File: src/sv/stsd_pkg.sv
// ----------------------------------------------------------------------------
// stsd_pkg: shared types and constants of the stepper stall detector
// Transaction structs, motor state record, opcodes and register indexes.
// ----------------------------------------------------------------------------
package stsd_pkg;

    localparam int MOTORS    = 16;
    localparam int POSITIONS = 2048;

    localparam int MOTOR_W = $clog2(MOTORS);
    localparam int POS_W   = $clog2(POSITIONS);
    localparam int CAL_AW  = MOTOR_W + POS_W;
    localparam int CAL_DEPTH = MOTORS * POSITIONS;

    localparam int SAMPLE_W = 10;
    localparam int COUNT_W  = 4;
    localparam int SUM_W    = 14;
    localparam int CFG_W    = 14;
    localparam int CFG_IDX_W = 2;

    // opcodes
    localparam logic [1:0] OP_CAL    = 2'd0;
    localparam logic [1:0] OP_SAMPLE = 2'd1;
    localparam logic [1:0] OP_ARM    = 2'd2;

    // register indexes
    localparam logic [CFG_IDX_W-1:0] CFG_WINDOW_LENGTH       = 2'd0;
    localparam logic [CFG_IDX_W-1:0] CFG_SUM_TOLERANCE       = 2'd1;
    localparam logic [CFG_IDX_W-1:0] CFG_DEVIATION_THRESHOLD = 2'd2;
    localparam logic [CFG_IDX_W-1:0] CFG_EDGE_MARGIN         = 2'd3;

    // register reset values
    localparam logic [3:0]  WINDOW_LENGTH_RST       = 4'd12;
    localparam logic [13:0] SUM_TOLERANCE_RST       = 14'd8;
    localparam logic [9:0]  DEVIATION_THRESHOLD_RST = 10'd300;
    localparam logic [10:0] EDGE_MARGIN_RST         = 11'd200;

    typedef struct packed {
        logic [1:0]          op;
        logic [3:0]          motor_index;
        logic [10:0]         position;
        logic [SAMPLE_W-1:0] sample;
        logic [10:0]         travel_steps;
        logic                running;
    } t_in_item;

    typedef struct packed {
        logic stall_detected;
        logic motor_active;
    } t_out_item;

    typedef struct packed {
        logic               active;
        logic [COUNT_W-1:0] count;
        logic [SUM_W-1:0]   sum;
        logic [SUM_W-1:0]   prev;
    } t_motor_state;

    typedef struct packed {
        logic [3:0]  window_length;
        logic [13:0] sum_tolerance;
        logic [9:0]  deviation_threshold;
        logic [10:0] edge_margin;
    } t_cfg;

endpackage

File: src/sv/stsd_motor_mem.sv
// ----------------------------------------------------------------------------
// stsd_motor_mem: per-motor state store
// Active flag, sample count and window sums; entries never written read zero.
// ----------------------------------------------------------------------------
module stsd_motor_mem (
    input  logic                          i_clk,
    input  logic                          i_rst_n,
    input  logic                          i_re,
    input  logic [stsd_pkg::MOTOR_W-1:0]  i_raddr,
    input  logic                          i_we,
    input  logic [stsd_pkg::MOTOR_W-1:0]  i_waddr,
    input  stsd_pkg::t_motor_state        i_wdata,
    output stsd_pkg::t_motor_state        o_rdata
);

    stsd_pkg::t_motor_state r_mem [stsd_pkg::MOTORS];
    stsd_pkg::t_motor_state r_rdata;
    logic [stsd_pkg::MOTORS-1:0] r_written;
    logic                        r_rd_ok;

    always_ff @(posedge i_clk) begin
        if (i_we) begin
            r_mem[i_waddr] <= i_wdata;
        end
        if (i_re) begin
            r_rdata <= r_mem[i_raddr];
        end
    end

    always_ff @(posedge i_clk) begin
        if (!i_rst_n) begin
            r_written <= '0;
            r_rd_ok   <= 1'b0;
        end else begin
            if (i_we) begin
                r_written[i_waddr] <= 1'b1;
            end
            if (i_re) begin
                r_rd_ok <= r_written[i_raddr];
            end
        end
    end

    assign o_rdata = r_rd_ok ? r_rdata : '0;

endmodule

File: config.mk
export PLATFORM = sky130hd
export DESIGN_NAME = stsd_motor_mem
export DESIGN_NICKNAME = d
export VERILOG_FILES = /design/src/sv/stsd_pkg.sv /design/src/sv/stsd_motor_mem.sv
export SDC_FILE = /design/constraint.sdc
export NUM_CORES = 1
export LEC_CHECK = 0
export ABC_AREA = 1
export BUFFER_PORTS_ARGS = -buffer_cell sky130_fd_sc_hd__buf_4
export CAP_MARGIN = 10
export CORE_UTILIZATION = 56
export CTS_BUF_LIST = sky130_fd_sc_hd__clkbuf_16
export DETAILED_ROUTE_END_ITERATION = 16
export MAX_ROUTING_LAYER = met4
export PLACE_DENSITY = 0.84
export SYNTH_ARGS = -nofsm -noshare
export SYNTH_HDL_FRONTEND = slang
export SYNTH_SLANG_ARGS = --single-unit
File: constraint.sdc
create_clock -name i_clk -period 2.7 [get_ports i_clk]
set_input_delay 0.54 -clock i_clk [delete_from_list [all_inputs] [get_ports i_clk]]
set_output_delay 0.54 -clock i_clk [all_outputs]
set_load 0.05 [all_outputs]
---- Word level (Yosys, flattened, before mapping) ----
Memories as Yosys holds them, arrays and structs flattened. A register that Yosys moved wholly into a read port is not among the register bits.
Index checks and enable logic that the tools add are counted.
storage, ports and cells
  flip-flop bits (word level) ............. 17
  memories ................................ 1
  output and inout bits ................... 33
  memory bits (writable) .................. 528
  word-level logic and storage cells ...... 15
  input bits .............................. 45
operators by class
  order comparisons ....................... 3
  bitwise gates (word level) .............. 1
  multiplexer cells ....................... 7
  reductions and logical operators ........ 1
memories
  memory  words  width  rd ports  clocked after memory_dff  wr ports  RTL line              RTL
  r_mem   16     33     1         1                         1         stsd_motor_mem.sv:16  stsd_pkg::t_motor_state r_mem [stsd_pkg::MOTORS];
operators with widths
  cell                  number
  $mux W33              1
  $or A16 B16 Y16       1
  $lt A4 B5 Y1 const B  2
  $bmux W1 S4           1
  $demux W1 S4          1
  $ge A4 B1 Y1 const B  1
  $mux W1               4
  $logic_and A1 B1 Y1   1

---- Longest topological paths before layout ----
  depth in word-level cells ............... 5
  gate-level depth with buffers ........... 11
  depth with buffers taken out ............ 9

---- Least setup slack after synthesis ----
Ideal clock, no wire load.
  path kind ............................... input to register
  from .................................... input port i_we
  to ...................................... memory r_mem[12][0] (netlist bit), enable pin
  buffers on the path ..................... 0
  library setup time ...................... 424 ps
  arrival time ............................ 2262 ps
  required time ........................... 2276 ps
  cell stages on the path ................. 4
  path slack .............................. 13 ps
  cells stage by stage .................... inv_1 > nor3_1 > inv_1 > nor2_1
between the ends
  longest elaborated chain between the ends .. 2
RTL lines
  item                           RTL line              RTL
  from (decl)                    stsd_motor_mem.sv:10  input logic i_we,
  $mux W1                        stsd_motor_mem.sv:22  if (i_we) begin
  $mux W1 (implied by the code)  stsd_motor_mem.sv:23  r_mem[i_waddr] <= i_wdata;
  to (decl)                      stsd_motor_mem.sv:16
Every way passes these cells.

==> flow_metrics.env <==
export IMPL_placed_area_mm2=0.0241
export IMPL_clockBufferDepth=3
export IMPL_die_x_um=203
export IMPL_regToRegEndpoint="r_rd_ok"
export IMPL_worstPathArrival_ns=2.01
export IMPL_grt_total_usage_pct=27.5
export IMPL_cts_resized=0
export IMPL_rsz0062_at_grt="false"
export IMPL_synth_seq_cells=578
export IMPL_gp_congestion=0.791
export IMPL_ys_seq_area_share_pct=75.9
export IMPL_period_needed_ns=2.55
export IMPL_cts_sinks=578
export IMPL_skew_ns=0.0286
export IMPL_hold_violations=0
export IMPL_maxCapViolCount=0
export IMPL_cp_start_kind="flip-flop"
export IMPL_worstMarginPinSlew_ns=0.773
export IMPL_first_iter_violations=2043
export IMPL_yosysTopAreaCell="edfxtp_1"
export IMPL_hold_path_depth=2
export IMPL_io_pins=78
export IMPL_crit_type="reg2out"
export IMPL_worstHoldPathType="in2reg"
export IMPL_syn_num_nets=1781
export IMPL_ant_nets=0
export IMPL_fin_crit_sh_pct=94.5
export IMPL_cp_max_fo=20
export IMPL_nets=1838
export IMPL_clk_latency_ns=0.60
export IMPL_ys_warn_count=0
export IMPL_synth_area_top_cells="edfxtp_1 74%, nor2_1 7.0%, o211ai_1 3.7%"
export IMPL_synth_top_area_share_pct=74.4
export IMPL_fmax_ghz=0.392
export IMPL_grt_pass1_vias=14383
export IMPL_cts_buffers=54
export IMPL_fp_coreArea_mm2=0.0398
export IMPL_power_mw=18.6
export IMPL_layoutNonFillerInstCount=2360
export IMPL_synth_edf_count=561
export IMPL_cts_tree="done"
export IMPL_netlist_area_mm2=0.0226
export IMPL_drive_gt1_share_pct=11.5
export IMPL_dp_cells=2262
export IMPL_drc=0
export IMPL_fp_dieH_um=203
export IMPL_drt_total_wl_um=54900
export IMPL_globalRouteOverflowTotal=0
export IMPL_crit_reg2reg_launch="r_rd_ok"
export IMPL_port_buffers=77
export IMPL_synthTopCellsByCount="561 x edfxtp_1, 424 x nor2_1, 166 x o21ai_0, 112 x o211ai_1, 98 x o21ai_1"
export IMPL_async_flop_share_pct=0
export IMPL_r2r_slack_ns=1.28
export IMPL_clockRootBuffer="clkbuf_16"
export IMPL_hold_end="r_written[0]"
export IMPL_grt_pass1_wl_um=82300
export IMPL_viasPerCell=6.26
export IMPL_antenna_found_initial=0
export IMPL_clk_pin_slew_ns=0.06
export IMPL_crit_required_ns=2.16
export IMPL_drv_slew=0
export IMPL_max_slew_margin_pct=48.4
export IMPL_outcome="finished clean"
export IMPL_r2r_cells=5
export IMPL_synth_top_flop_cell="edfxtp_1"
export IMPL_postCtsSetupBuffers=0
export IMPL_netlist_instances=1736
export IMPL_area_delta_synth_final_pct=13.9
export IMPL_synth_distinct_cells=20
export IMPL_endpoint_kind="primary output"
export IMPL_hpwl_um=27500
export IMPL_finalSetupTns_ns=0
export IMPL_power_density_mw_per_mm2=723
export IMPL_whs_ns=0.175
export IMPL_cts_hold_buf=0
export IMPL_avgSynthCellArea_um2=13.0
export IMPL_final_area_mm2=0.0258
export IMPL_yosysMostFrequentCell="edfxtp_1"
export IMPL_finalSetupViolCount=0
export IMPL_insertedDiodeCount=0
export IMPL_grt_max_degree=148
export IMPL_max_vdd_ir_drop_mv=0.577
export IMPL_die_area_mm2=0.0412
export IMPL_num_vias=14779
export IMPL_htree_levels=2
export IMPL_hold_path_startpoint="i_rst_n"
export IMPL_initial_core_util_pct=56.8
export IMPL_rows=73
export IMPL_drt_wirelength_per_cell_um=23.3
export IMPL_dr_pass1_iters=5
export IMPL_p_leak_nw=8.74
## critical path: stages, from the launching register on
cell and delay (ns):
dfxtp_2 0.75, buf_4 0.31, nand2_1 0.07, inv_1 0.08, buf_4 0.19
## cell usage in the layout, fill, tap and decap left out, types with 28 or more instances in the layout
master,count
buf_12,28
buf_4,88
clkbuf_16,56
edfxtp_1,561
inv_1,55
nand2_1,89
nand3_1,81
nor2_1,408
o211ai_1,112
o21ai_0,166
o21ai_1,98
## logic make-up (layout without fill, tap and decap cells)
| kind of cell | Yosys count | in the layout | synth area share (%) |
|---|---|---|---|
| AO/OA/AOI/OAI | 398 | 398 | 10.4 |
| buffers and inverters | 164 | 263 | 3.34 |
| flip-flops | 578 | 578 | 75.9 |
| AND/OR/NAND/NOR | 596 | 596 | 10.3 |
## worst max path at each step
stage	startpoint	end	cells past startpoint	slack [ns]
finish	r_rd_ok	o_rdata[15]	4	0.15
global route	r_rd_ok	o_rdata[19]	4	0.09
CTS	r_rd_ok	o_rdata[15]	4	0.14
detailed placement	i_waddr[3]	r_mem[7][12]	5	0.60
global placement	i_waddr[3]	r_mem[7][7]	5	0.64
floorplan	i_we	r_mem[12][0]	4	0.01
## per-layer routing
layer	global-route usage, %	up-vias	routed length, µm
met4	12.5	0	2160
met3	4.86	177	5390
met5	-	-	0
li1	-	6437	-
met1	33.9	7193	20100
met2	44.7	972	27300
## per-stage QoR
step,setup WS [ns],util (%)
after floorplan,0.0132,-
after global placement,0.638,60.5
after detailed placement,0.600,60.5
after CTS,0.136,64.8
after global routing,0.0906,64.8
final,0.149,64.8
## sequential cells by signal, summed over array words and instances (netlist names)
| signal | flops |
|---|---|
| r_rd_ok | 1 |
| r_mem | 528 |
| r_rdata | 33 |
| r_written | 16 |
## power breakdown
group	total (mW)	internal, mW	switching (mW)
combinational	1.20	0.346	0.857
clock	7.31	4.12	3.18
sequential	10.1	10.1	0.0710
total	18.6	14.5	4.11
## area by class of cell
cell class | instances | area, µm²
inverters | 47 | 184
well taps | 525 | 657
repair buffers | 118 | 1240
fillers | 2676 | 14000
multi-input cells | 994 | 4810
clock buffers | 56 | 1400
flip-flops and latches | 578 | 17200
clock inverters | 42 | 307
(Power assumes the default switching activity.)
