[config.mk]
export PLATFORM = sky130hd
export DESIGN_NAME = stsd_update
export DESIGN_NICKNAME = d
export VERILOG_FILES = /design/src/sv/stsd_pkg.sv /design/src/sv/stsd_update.sv
export SDC_FILE = /design/constraint.sdc
export NUM_CORES = 1
export LEC_CHECK = 0
export ABC_CLOCK_PERIOD_IN_PS = 12300
export CAP_MARGIN = 20
export CORE_ASPECT_RATIO = 1.75
export CORE_UTILIZATION = 50
export DETAILED_ROUTE_END_ITERATION = 10
export DONT_BUFFER_PORTS = 1
export GPL_TIMING_DRIVEN = 0
export SYNTH_ARGS = -nofsm -noshare
export SYNTH_HDL_FRONTEND = slang
export SYNTH_SLANG_ARGS = --single-unit
[constraint.sdc]
create_clock -name vclk -period 12.3
set_clock_uncertainty 0.05 [all_clocks]
set_input_delay 1.23 -clock vclk [all_inputs]
set_output_delay 1.23 -clock vclk [all_outputs]
set_load 0.005 [all_outputs]
[src/sv/stsd_pkg.sv]
// ----------------------------------------------------------------------------
// stsd_pkg: shared types and constants of the stepper stall detector
// Transaction structs, motor state record, opcodes and register indexes.
// ----------------------------------------------------------------------------
package stsd_pkg;

    localparam int MOTORS    = 16;
    localparam int POSITIONS = 2048;

    localparam int MOTOR_W = $clog2(MOTORS);
    localparam int POS_W   = $clog2(POSITIONS);
    localparam int CAL_AW  = MOTOR_W + POS_W;
    localparam int CAL_DEPTH = MOTORS * POSITIONS;

    localparam int SAMPLE_W = 10;
    localparam int COUNT_W  = 4;
    localparam int SUM_W    = 14;
    localparam int CFG_W    = 14;
    localparam int CFG_IDX_W = 2;

    // opcodes
    localparam logic [1:0] OP_CAL    = 2'd0;
    localparam logic [1:0] OP_SAMPLE = 2'd1;
    localparam logic [1:0] OP_ARM    = 2'd2;

    // register indexes
    localparam logic [CFG_IDX_W-1:0] CFG_WINDOW_LENGTH       = 2'd0;
    localparam logic [CFG_IDX_W-1:0] CFG_SUM_TOLERANCE       = 2'd1;
    localparam logic [CFG_IDX_W-1:0] CFG_DEVIATION_THRESHOLD = 2'd2;
    localparam logic [CFG_IDX_W-1:0] CFG_EDGE_MARGIN         = 2'd3;

    // register reset values
    localparam logic [3:0]  WINDOW_LENGTH_RST       = 4'd12;
    localparam logic [13:0] SUM_TOLERANCE_RST       = 14'd8;
    localparam logic [9:0]  DEVIATION_THRESHOLD_RST = 10'd300;
    localparam logic [10:0] EDGE_MARGIN_RST         = 11'd200;

    typedef struct packed {
        logic [1:0]          op;
        logic [3:0]          motor_index;
        logic [10:0]         position;
        logic [SAMPLE_W-1:0] sample;
        logic [10:0]         travel_steps;
        logic                running;
    } t_in_item;

    typedef struct packed {
        logic stall_detected;
        logic motor_active;
    } t_out_item;

    typedef struct packed {
        logic               active;
        logic [COUNT_W-1:0] count;
        logic [SUM_W-1:0]   sum;
        logic [SUM_W-1:0]   prev;
    } t_motor_state;

    typedef struct packed {
        logic [3:0]  window_length;
        logic [13:0] sum_tolerance;
        logic [9:0]  deviation_threshold;
        logic [10:0] edge_margin;
    } t_cfg;

endpackage

[src/sv/stsd_update.sv]
// ----------------------------------------------------------------------------
// stsd_update: motor state update and stall decision
// Next state of one motor and the result for one transaction.
// ----------------------------------------------------------------------------
module stsd_update (
    input  stsd_pkg::t_in_item            i_item,
    input  stsd_pkg::t_motor_state        i_cur,
    input  logic [stsd_pkg::SAMPLE_W-1:0] i_cal,
    input  stsd_pkg::t_cfg                i_cfg,
    output stsd_pkg::t_motor_state        o_next,
    output stsd_pkg::t_out_item           o_result
);

    logic [stsd_pkg::SUM_W-1:0]    sum_diff;
    logic [stsd_pkg::SAMPLE_W-1:0] dev;
    logic [10:0]                   edge_dist;
    logic                          stall_cond;
    logic                          stall;

    always_comb begin
        sum_diff  = (i_cur.prev >= i_cur.sum) ? i_cur.prev - i_cur.sum
                                              : i_cur.sum - i_cur.prev;
        dev       = (i_item.sample >= i_cal) ? i_item.sample - i_cal
                                             : i_cal - i_item.sample;
        edge_dist = (i_item.position >= i_item.travel_steps)
                  ? i_item.position - i_item.travel_steps
                  : i_item.travel_steps - i_item.position;
        stall_cond = (sum_diff < i_cfg.sum_tolerance)
                  && (dev > i_cfg.deviation_threshold)
                  && (edge_dist > i_cfg.edge_margin)
                  && (i_item.position > i_cfg.edge_margin);
    end

    always_comb begin
        o_next = i_cur;
        stall  = 1'b0;
        case (i_item.op)
            stsd_pkg::OP_ARM: begin
                o_next.active = 1'b1;
            end
            stsd_pkg::OP_SAMPLE: begin
                if (i_item.running && i_cur.active) begin
                    if (i_cur.count < i_cfg.window_length) begin
                        o_next.count = i_cur.count + 1'b1;
                        o_next.sum   = i_cur.sum
                                     + {{(stsd_pkg::SUM_W-stsd_pkg::SAMPLE_W){1'b0}},
                                        i_item.sample};
                    end else if (i_cur.prev == '0) begin
                        // first full window only latches
                        o_next.prev = i_cur.sum;
                    end else begin
                        stall        = stall_cond;
                        o_next.prev  = i_cur.sum;
                        o_next.count = '0;
                        o_next.sum   = '0;
                        if (stall_cond) begin
                            o_next.active = 1'b0;
                        end
                    end
                end
            end
            default: begin
            end
        endcase
        o_result.stall_detected = stall;
        o_result.motor_active   = o_next.active;
    end

endmodule

Word level (Yosys, flattened, before mapping):

Index checks and enable logic that the tools add are counted.
W data, S select, Z words.

* flip-flop bits (word level): 0
* latch bits: 0
* bits in writable memories: 0
* bits in read-only memories: 0
* memories kept: 0

* add/sub/neg operators: 8
* multiply operators: 0
* divide/modulo/power cells: 0
* order comparisons: 8
* equal/unequal tests: 2
* shift-type cells: 0
* mux-type cells: 15
* bitwise logic cells: 0
* reductions and logical operators: 5

Operator list (number)
* $mux W33: 1
* $mux W32: 1
* $mux W14: 2
* $sub A14 B14 Y14: 2
* $gt A11 B11 Y1: 2
* $sub A11 B11 Y11: 2
* $sub A10 B10 Y10: 2
* $mux W19: 1
* $mux W18: 1
* $add A14 B10 Y14: 1
* $ge A14 B14 Y1: 1
* $logic_not A14 Y1: 1
* $lt A14 B14 Y1: 1
* $ge A11 B11 Y1: 1
* $mux W11: 1
* $ge A10 B10 Y1: 1
* $gt A10 B10 Y1: 1
* $mux W10: 1
* $mux W1: 6
* $add A4 B1 Y4 const B: 1
* $logic_and A1 B1 Y1: 4
* $lt A4 B4 Y1: 1
* $eq A2 B1 Y1 const B: 1
* $eq A2 B2 Y1 const B: 1
* $pmux W1 S2: 1

Longest topological paths before layout:

Gate-level depths: netlist of run 1.

* depth after elaboration: 11
* mapped depth: 22

Worst setup path before layout of run 1:

Ideal clock, no wire load.

* path kind: input -> output
* start point: input i_cur[0] in the netlist's numbering
* end point: output o_result[0] in the netlist's numbering
* arrival: 5.041 ns
* required time: 11.020 ns
* setup slack: 5.979 ns
* stages on the path: 19
* path buffers: 1
* path through: inv_1 > ha_1 > inv_1 > fa_1 > a21o_1 > a2111o_1 > a211oi_2 > nor2_1 > or3_1 > a32o_1 > mux2i_1 > ha_1 > and4_1 > a2111oi_0 > and3_1 > nand4_1 > o311ai_0 > nand2_1 > buf_4

RTL lines
* start, declared: RTL line stsd_update.sv:7 `input stsd_pkg::t_motor_state i_cur,`
* end, declared: RTL line stsd_update.sv:11 `output stsd_pkg::t_out_item o_result`

==> metrics.txt, run 1 <==
max-cap violations=0; DRT Pass-1 Iters=4; CTS resizes=0; Sw Share=55.9%; Core Area=10300 um2; setup_tns=0 ns; syn nets=about 1000; status=finished clean; clock power share=0%; Die Y=138 um; max incr delay on CP=roughly 0.45 ns; Peak Freq=144 MHz; initial drt markers=138; # port buffers=0; sequential fraction of the synthesis area=0%; critical path type=input port to primary output; final-layout clock buffer total=0; CP endpoint kind=primary output; Hold Vio Cnt, Final=0; Net Switching=0.167 mW; crit path max-delay cell type=nor3_1; wire per inst=18.0 um; normalized max-slew margin=~18%; Total Wirelength=15900 um; total grt overflow=0; largest net degree at the start of global routing=11; commonest cells in the netlist=inv_1, ha_1, a21oi_1, nand2_1, o21ai_0; Worst EP required=11.02 ns; maximum VDD drop=0.0276 mV; Nets=1016; power per cell area=around 55 nW/um2; I/O pins=between 150 and 200; Die Wd=79.8 um; FF/Latch Area=0 um2; Rows=49; dominant cell type by area after synthesis=ha_1; final worst-path cycle share=a little under three fifths; part of the power in registers=0%; top cells by area, synth=ha_1, inv_1, a21oi_1; synthesized area per cell=6.99 um2; Final Cell Area=5460 um2; Via density=6.04; Hold Crit Class=input port to primary output; antenna viol nets, final=0; post-CTS setup buffer count=0; min Tclk post-route=about 6.9 ns; CP Cell Sequence=inv_1 > ha_1 > clkbuf_1 > nand4_1 > nor3_1 > or4_1 > o21a_1 > mux2i_1 > o211ai_1 > xor2_1 > ha_1 > nand4_1 > nor3_1 > a31oi_1 > and3_1 > nand4_1 > o311ai_0 > nand2_1 > buf_4; Pleak=2.93 nW; Starting Density=51.4%; hold_buf cts=0; Final Setup Violations=0; layout cells sized above 1=4.22%; GRT Total Usage=28.0%; count of flip-flops and latches=0; die area=11000 um2; vias in the first global route=roughly 5500; synthesized cell area=5300 um2; vias=around 5300; DRC=0; Critical Path Start Type=input port; Pwr Total=0.299 mW; initial antenna violation count=0; filler instances=1070; GPL Wtd Cong=between 0.8 and 0.9; cell with the most instances after synthesis=inv_1; Synth cell types=67; CP dominant cell by count=nand4_1; first-pass GRT wire length=roughly 25000 um; Cell Int Power=between 0.1 and 0.15 mW; post-synth top area share=a little over 30%; critical path fanouts, max=8; Slew @ Worst Pin=1.22 ns; Synth Warn #=0; placed inst area=5460 um2; Syn-to-layout area delta=3.00%; diode count=0; dpl hpwl=14200 um; Logic pwr share=100.0%; Cells after Synth=758; RSZ-0062 raised after global routing=false; Worst EP arrival=5.67 ns; final slew viol count=0
==> final timing paths <==
kind / from / endpoint / slack, ns / depth (start not counted)
setup / recovery: i_item[7] / o_result[0] / 5.35 / 19
hold / removal: i_cur[28] / o_next[28] / 2.50 / 1
==> layout by cell type (no fill, tap or decap), drive strengths merged, types with 9 or more instances in the layout <==
cell type	netlist	routed
nor2b	12	12
a211oi	9	9
nor2	32	32
xor2	12	12
inv	129	129
o211ai	12	12
nor3	13	13
clkbuf	12	12
nand4	15	15
a21o	36	36
o21a	13	13
xnor2	20	20
o21bai	10	10
nand3	23	23
buf	12	12
nand2	59	59
a21oi	62	62
mux2i	12	12
ha	128	128
o21ai	53	53
==> power groups by stage <==
stage,combinational (mW),sequential [mW],clock [mW]
2_1_floorplan,0.232,0,0
3_3_place_gp,0.288,0,0
3_5_place_dp,0.296,0,0
4_1_cts,0.298,0,0
5_1_grt,0.336,0,0
6_report,0.299,0,0
==> final cells by class <==
type	count	area (um2)	area share (%)
multi-input cells	605	4680	85.8
inverters	129	484	8.87
well taps	127	159	2.91
plain buffers	24	134	2.45
==> logic make-up (layout without fill, tap and decap cells) <==
family / Yosys count / count (layout) / share of synthesized area (%)
XOR/XNOR: 32 / 32 / 5.29
AO/OA/AOI/OAI: 239 / 239 / 29.9
adder cells (fa/ha/maj): 135 / 135 / 32.9
multiplexers: 19 / 19 / 3.83
buffers and inverters: 153 / 153 / 11.7
AND/OR/NAND/NOR: 180 / 180 / 16.4
==> through the flow <==
step | utilization [%] | hold WS, ns | setup WS, ns | instances
after floorplan | - | 2.49 | 5.98 | 758
after global placement | 53.0 | 2.50 | 5.34 | 885
after detailed placement | 53.0 | 2.51 | 5.32 | 885
after CTS | 53.0 | 2.51 | 5.31 | 885
after global routing | 53.0 | 2.52 | 5.03 | 885
final | 53.0 | 2.50 | 5.35 | 885
==> layer usage <==
layer	GRT usage, %	wire length, um	vias to the layer above
met5	0	0	-
met1	24.6	5380	2462
met3	4.82	899	42
met4	11.5	722	0
met2	58.3	8940	175
li1	-	-	2663
==> worst max-delay path, delay by kind of cell <==
family	cells	cell delay (ns)
multiplexers	1	0.39
AO/OA/AOI/OAI	4	1.14
AND/OR/NAND/NOR	8	1.71
buffers and inverters	3	0.47
adder cells (fa/ha/maj)	2	0.56
XOR/XNOR	1	0.17
Note: power is estimated with default switching activity, not from simulation.
==> run 2, diff against run 1 <==
--- a/config.mk
+++ b/config.mk
@@ -5,13 +5,15 @@
 export SDC_FILE = /design/constraint.sdc
 export NUM_CORES = 1
 export LEC_CHECK = 0
-export ABC_CLOCK_PERIOD_IN_PS = 12300
+export ABC_AREA = 1
+export ABC_CLOCK_PERIOD_IN_PS = 5700
 export CAP_MARGIN = 20
 export CORE_ASPECT_RATIO = 1.75
 export CORE_UTILIZATION = 50
 export DETAILED_ROUTE_END_ITERATION = 10
 export DONT_BUFFER_PORTS = 1
 export GPL_TIMING_DRIVEN = 0
+export PLACE_DENSITY = 0.68
 export SYNTH_ARGS = -nofsm -noshare
 export SYNTH_HDL_FRONTEND = slang
 export SYNTH_SLANG_ARGS = --single-unit
==> constraint.sdc (replaced) <==
create_clock -name vclk -period 5.7
set_clock_uncertainty 0.05 [all_clocks]
set_input_delay 0.57 -clock vclk [all_inputs]
set_output_delay 0.57 -clock vclk [all_outputs]
set_load 0.005 [all_outputs]
==> run 2 against run 1 <==
Against the previous run: sequential cell count stayed put; power grew 140%; sequential share of layout area is the same; routed wire length grew 14%.
==> metrics.txt, run 2 <==
most frequent cells in the layout=nand2_1, inv_1, ha_1; die area=12800 um2 (+16%); maximum VDD drop=0.0500 mV (+81%); Total Wirelength=18100 um (+14%); total grt overflow=0 (unchanged); Hold Vio Cnt, Final=0 (unchanged); synthesized cell area=6160 um2 (+16%); normalized max-slew margin=68.1% (+50 points); diode count=0 (unchanged); Core Area=12000 um2 (+17%); Synth Warn #=0 (unchanged); critical path type=input port to primary output; leading cell type in the layout, fill and taps excluded=nand2_1; Worst EP required=5.08 ns (-5.94 ns); post-synth top area share=26.0% (-4.3 points); post-synthesis mux area share=0% (-3.8 points); simple logic cell fraction of the synthesized area=29.1% (+13 points); CP Cell Sequence=inv_1 > ha_1 > inv_1 > fa_1 > a21oi_1 > o21ai_0 > xor2_1 > inv_1 > o21ai_0 > inv_1 > ha_1 > nand2_1 > nor2_1 > nand2_1 > nor2_1 > nor2_1 > nand2_1 > nor2_1 > nand4_1 > nand2_1 > a21oi_1 > buf_4; Worst Hold Launch=i_cur[30]; Die Y=149 um (+7.8%); worst hold slack=1.21 ns (-1.30 ns); vias=6478 (+21%); worst hold endpoint=o_next[30]; setup_tns=0 ns (unchanged); status=finished clean; Final Cell Area=6370 um2 (+17%); dominant cell type by area after synthesis=ha_1; final slew viol count=0 (unchanged); antenna viol nets, final=0 (unchanged); first-pass GRT wire length=28900 um (+16%); syn nets=1332 (+31%); GPL Wtd Cong=0.956 (+8.5%); Peak Freq=234 MHz; vias in the first global route=6397 (+17%); I/O pins=156 (unchanged); filler instances=1330 (+24%); Hold Crit Class=input port to primary output; initial antenna violation count=0 (unchanged); Via density=5.22 (-14%); DP Cell Count=1241 (+40%); CTS resizes=0 (unchanged); dpl hpwl=16300 um (+15%); DRT Pass-1 Iters=5 (+1); Worst Hold Path Cells=2 (+1); max-cap violations=0 (unchanged); Nets=1334 (+31%); FF/Latch Area=0 um2 (unchanged); largest net degree at the start of global routing=11 (unchanged); initial drt markers=194 (+41%); Starting Density=51.4% (-0.073 points); Worst EP arrival=3.66 ns (-2.01 ns); final worst-path cycle share=75.0%; Pleak=3.90 nW (+33%); commonest cells in the netlist=nand2_1, inv_1, ha_1; Die Wd=85.9 um (+7.7%); count of flip-flops and latches=0 (unchanged); top cells by area, synth=ha_1, nand2_1, inv_1; CP endpoint kind=primary output; Final Setup Violations=0 (unchanged); xor/xnor share of the synthesized area=5.83% (+0.53 points); final-layout clock buffer total=0 (unchanged); synthesized area per cell=5.73 um2 (-18%); GRT Total Usage=28.1% (+0.076 points); sequential fraction of the synthesis area=0% (unchanged); Cells after Synth=1076 (+42%); Critical Path Start Type=input port; min Tclk post-route=4.28 ns; DRC=0 (unchanged); placed inst area=6370 um2 (+17%); Post-Synth Adder-Cell Area=28.3% (-4.6 points); power per cell area=112 nW/um2 (+110%); wire per inst=14.6 um (-19%); RSZ-0062 raised after global routing=false; Final Non-Filler Cells=1241 (+40%); Syn-to-layout area delta=3.35%; critical path fanouts, max=4 (-4); Synth cell types=53 (-21%); max incr delay on CP=0.42 ns (-0.03 ns); largest family of logic cells by synthesized area=simple AND/OR/NAND/NOR gates; post-CTS setup buffer count=0 (unchanged); # port buffers=0 (unchanged); crit path max-delay cell type=fa_1; Slew @ Worst Pin=0.478 ns (-0.740 ns); layout cells sized above 1=5.39% (+1.2 points); multi-input logic area=5110 um2 (+9.1%); Synth Area in Compound Gates=19.6% (-10 points); cell with the most instances after synthesis=nand2_1; Rows=53 (+8.2%); hold_buf cts=0 (unchanged)
-- run 2: how the worst max path moves through the flow --
| stage | depth (start not counted) | to | start | slack, ns |
|---|---|---|---|---|
| 2_1_floorplan | 27 | o_result[0] | i_cur[0] | 1.92 |
| 3_3_place_gp | 21 | o_result[0] | i_item[19] | 1.44 |
| 3_5_place_dp | 21 | o_result[0] | i_item[19] | 1.44 |
| 4_1_cts | 21 | o_result[0] | i_item[19] | 1.45 |
| 5_1_grt | 22 | o_result[0] | i_item[15] | 1.05 |
| 6_report | 22 | o_result[0] | i_cal[0] | 1.42 |
-- run 2: stage by stage --
step | setup WS, ns | utilization (%) | total power, mW
6_report | 1.42 | 53.1 | 0.715
5_1_grt | 1.05 | 53.1 | 0.825
4_1_cts | 1.45 | 53.1 | 0.717
3_5_place_dp | 1.44 | 53.1 | 0.714
3_3_place_gp | 1.44 | 53.1 | 0.702
2_1_floorplan | 1.92 | - | 0.563
-- run 2: where the power goes --
part | switching, mW | internal [mW] | total [mW]
combinational | 0.441 | 0.274 | 0.715
sequential | 0 | 0 | 0
clock | 0 | 0 | 0
total | 0.441 | 0.274 | 0.715
-- run 2: worst max-delay path: cells and delay by family --
kind	cells	cell delay, ns
compound gates	4	0.89
xor+xnor	1	0.15
fa+ha+maj	3	0.84
buf+inv	5	0.38
simple gates	9	0.82
-- run 2: layout make-up --
cell class | count | share of cell area (%)
plain buffers | 25 | 2.65
inverters | 236 | 14.0
multi-input cells | 815 | 80.1
well taps | 165 | 3.24
-- run 2: layer usage --
layer / up-vias / global-route usage [%] / part of all wire [%]
met4: 0 / 11.3 / 4.9
met3: 61 / 4.15 / 5.6
met2: 214 / 59.3 / 56
met5: - / 0 / 0
met1: 2817 / 25.3 / 34
li1: 3386 / - / -
-- run 2: logic make-up after synthesis --
kind of cell / after synthesis
fa+ha+maj: 135
simple gates: 431
buf+inv: 261
compound gates: 208
xor+xnor: 41
==> run 3, diff against run 2 <==
--- a/config.mk
+++ b/config.mk
@@ -6,14 +6,13 @@
 export NUM_CORES = 1
 export LEC_CHECK = 0
 export ABC_AREA = 1
-export ABC_CLOCK_PERIOD_IN_PS = 5700
+export ABC_CLOCK_PERIOD_IN_PS = 4100
 export CAP_MARGIN = 20
 export CORE_ASPECT_RATIO = 1.75
 export CORE_UTILIZATION = 50
 export DETAILED_ROUTE_END_ITERATION = 10
 export DONT_BUFFER_PORTS = 1
 export GPL_TIMING_DRIVEN = 0
-export PLACE_DENSITY = 0.68
 export SYNTH_ARGS = -nofsm -noshare
 export SYNTH_HDL_FRONTEND = slang
 export SYNTH_SLANG_ARGS = --single-unit
==> constraint.sdc (replaced) <==
create_clock -name vclk -period 4.1
set_clock_uncertainty 0.05 [all_clocks]
set_input_delay 0.41 -clock vclk [all_inputs]
set_output_delay 0.41 -clock vclk [all_outputs]
set_load 0.005 [all_outputs]
==> run 3 against run 2 <==
Against the previous run: combinational power grew 41%; non-clock buffer count rose by 5; largest cell class unchanged; worst setup slack got worse by 1.1 ns; critical endpoint unchanged; core utilization increased by 0.68 points; highest routed layer unchanged.
==> metrics.txt, run 3 (same netlist as run 2, synthesis figures left out) <==
DRC=0 (unchanged); power per cell area=156 nW/um2 (+39%); Slew @ Worst Pin=0.430 ns (-0.0475 ns); wire per inst=14.7 um (+0.87%); max incr delay on CP=0.30 ns (-0.12 ns); RSZ-0062 raised after global routing=false; Post-Route Utilization=53.8% (+0.68 points); max-cap violations=0 (unchanged); Final Setup Violations=0 (unchanged); critical path fanouts, max=7 (+3); total grt overflow=0 (unchanged); # port buffers=0 (unchanged); DRT Pass-1 Iters=5 (unchanged); Pwr Total=1.01 mW (+41%); setup_tns=0 ns (unchanged); Pleak=3.93 nW (+0.75%); Final Non-Filler Cells=1246 (+0.40%); status=finished clean; worst hold slack=0.869 ns (-0.337 ns); final slew viol count=0 (unchanged); GPL Wtd Cong=0.901 (-5.8%); Worst Hold Launch=i_cur[30]; Total Wirelength=18400 um (+1.3%); vias in the first global route=6362 (-0.55%); antenna viol nets, final=0 (unchanged); initial antenna violation count=1 (+1); layout cells sized above 1=6.94% (+1.5 points); CP Cell Sequence=inv_1 > ha_1 > buf_2 > a21oi_1 > o21a_1 > o21ai_0 > or2_2 > a21oi_1 > a21oi_1 > ha_1 > nand2_1 > nor2_1 > nand2_1 > nor2_2 > nor2_1 > nand2_1 > nor2_1 > nand4_1 > nand2_1 > a21oi_2 > buf_4; Core Area=12000 um2 (unchanged); FF/Latch Area=0 um2 (unchanged); Starting Density=51.4% (unchanged); final-layout clock buffer total=0 (unchanged); maximum VDD drop=0.0619 mV (+24%); Rows=53 (unchanged); initial drt markers=158 (-19%); die area=12800 um2 (unchanged); Hold Crit Class=input port to primary output; final worst-path cycle share=93.1%; Nets=1339 (+0.37%); worst hold endpoint=o_next[30]; CP dominant cell by count=nand2_1; Die Y=149 um (unchanged); count of flip-flops and latches=0 (unchanged); Critical Path Start Type=input port; Via density=5.20 (-0.48%); filler instances=1408 (+5.9%); critical path type=input port to primary output; Hold Vio Cnt, Final=0 (unchanged); normalized max-slew margin=71.3% (+3.2 points); largest net degree at the start of global routing=11 (unchanged); GRT Total Usage=28.5% (+0.38 points); Peak Freq=262 MHz; I/O pins=156 (unchanged); Syn-to-layout area delta=4.67%; Worst EP arrival=3.36 ns (-0.30 ns); leading cell type in the layout, fill and taps excluded=nand2_1; Die Wd=85.9 um (unchanged); CP endpoint kind=primary output; most frequent cells in the layout=nand2_1, inv_1, ha_1; min Tclk post-route=3.82 ns; vias=6473 (-0.077%); diode count=0 (unchanged); DP Cell Count=1241 (unchanged); first-pass GRT wire length=29100 um (+0.72%); crit path max-delay cell type=ha_1; Worst Hold Path Cells=2 (unchanged); hold_buf cts=0 (unchanged); Worst EP required=3.64 ns (-1.44 ns); dpl hpwl=16900 um (+3.1%)
## run 3: stage by stage
| stage | setup WS (ns) | area, um2 |
|---|---|---|
| finish | 0.283 | 6450 |
| global route | 0.00778 | 6450 |
| detailed placement | 0.124 | 6370 |
| CTS | 0.111 | 6370 |
| floorplan | 0.640 | 6160 |
| global placement | 0.117 | 6370 |
## run 3: what timing repair did
item | 4_1_cts | 5_1_grt
endpoints found under the hold margin | 0 | 0
setup endpoints to repair | 0 | 3
setup buffers | 0 | 5
gates resized for setup | 0 | 14
## run 3: layout make-up
type | instances | area [um2] | area share [%]
Multi-Input combinational cell | 815 | 5140 | 79.7
Tap cell | 165 | 206 | 3.20
Timing Repair Buffer | 5 | 37.5 | 0.582
Inverter | 236 | 892 | 13.8
Buffer | 25 | 173 | 2.68
## run 3: report_power, final
group          total [mW]  switching, mW  leakage, nW  internal, mW
clock                   0              0            0             0
sequential              0              0            0             0
combinational        1.01          0.615         3.93         0.394
total                1.01          0.615         3.93         0.394
## run 3: how the worst max path moves through the flow
stage,slack (ns),from,end
2_1_floorplan,0.64,i_cur[0],o_result[0]
3_3_place_gp,0.12,i_item[15],o_result[0]
3_5_place_dp,0.12,i_cur[0],o_result[0]
4_1_cts,0.11,i_item[15],o_result[0]
5_1_grt,0.008,i_item[14],o_result[0]
6_report,0.28,i_item[14],o_result[0]
## run 3: critical path, delay by kind of cell
kind                     cells  cell delay (ns)
buffers and inverters        3             0.32
AND/OR/NAND/NOR             10             1.11
AO/OA/AOI/OAI                6             0.94
adder cells (fa/ha/maj)      2             0.57
## run 3: layer usage
metal	vias up	GRT usage, %	share of wire, %	wire length, um
met5	-	0	0	0
met4	0	9.17	3.9	715
met3	42	4.87	6.2	1150
met2	185	59.9	55	10200
met1	2848	26.4	34	6330
li1	3398	-	-	-
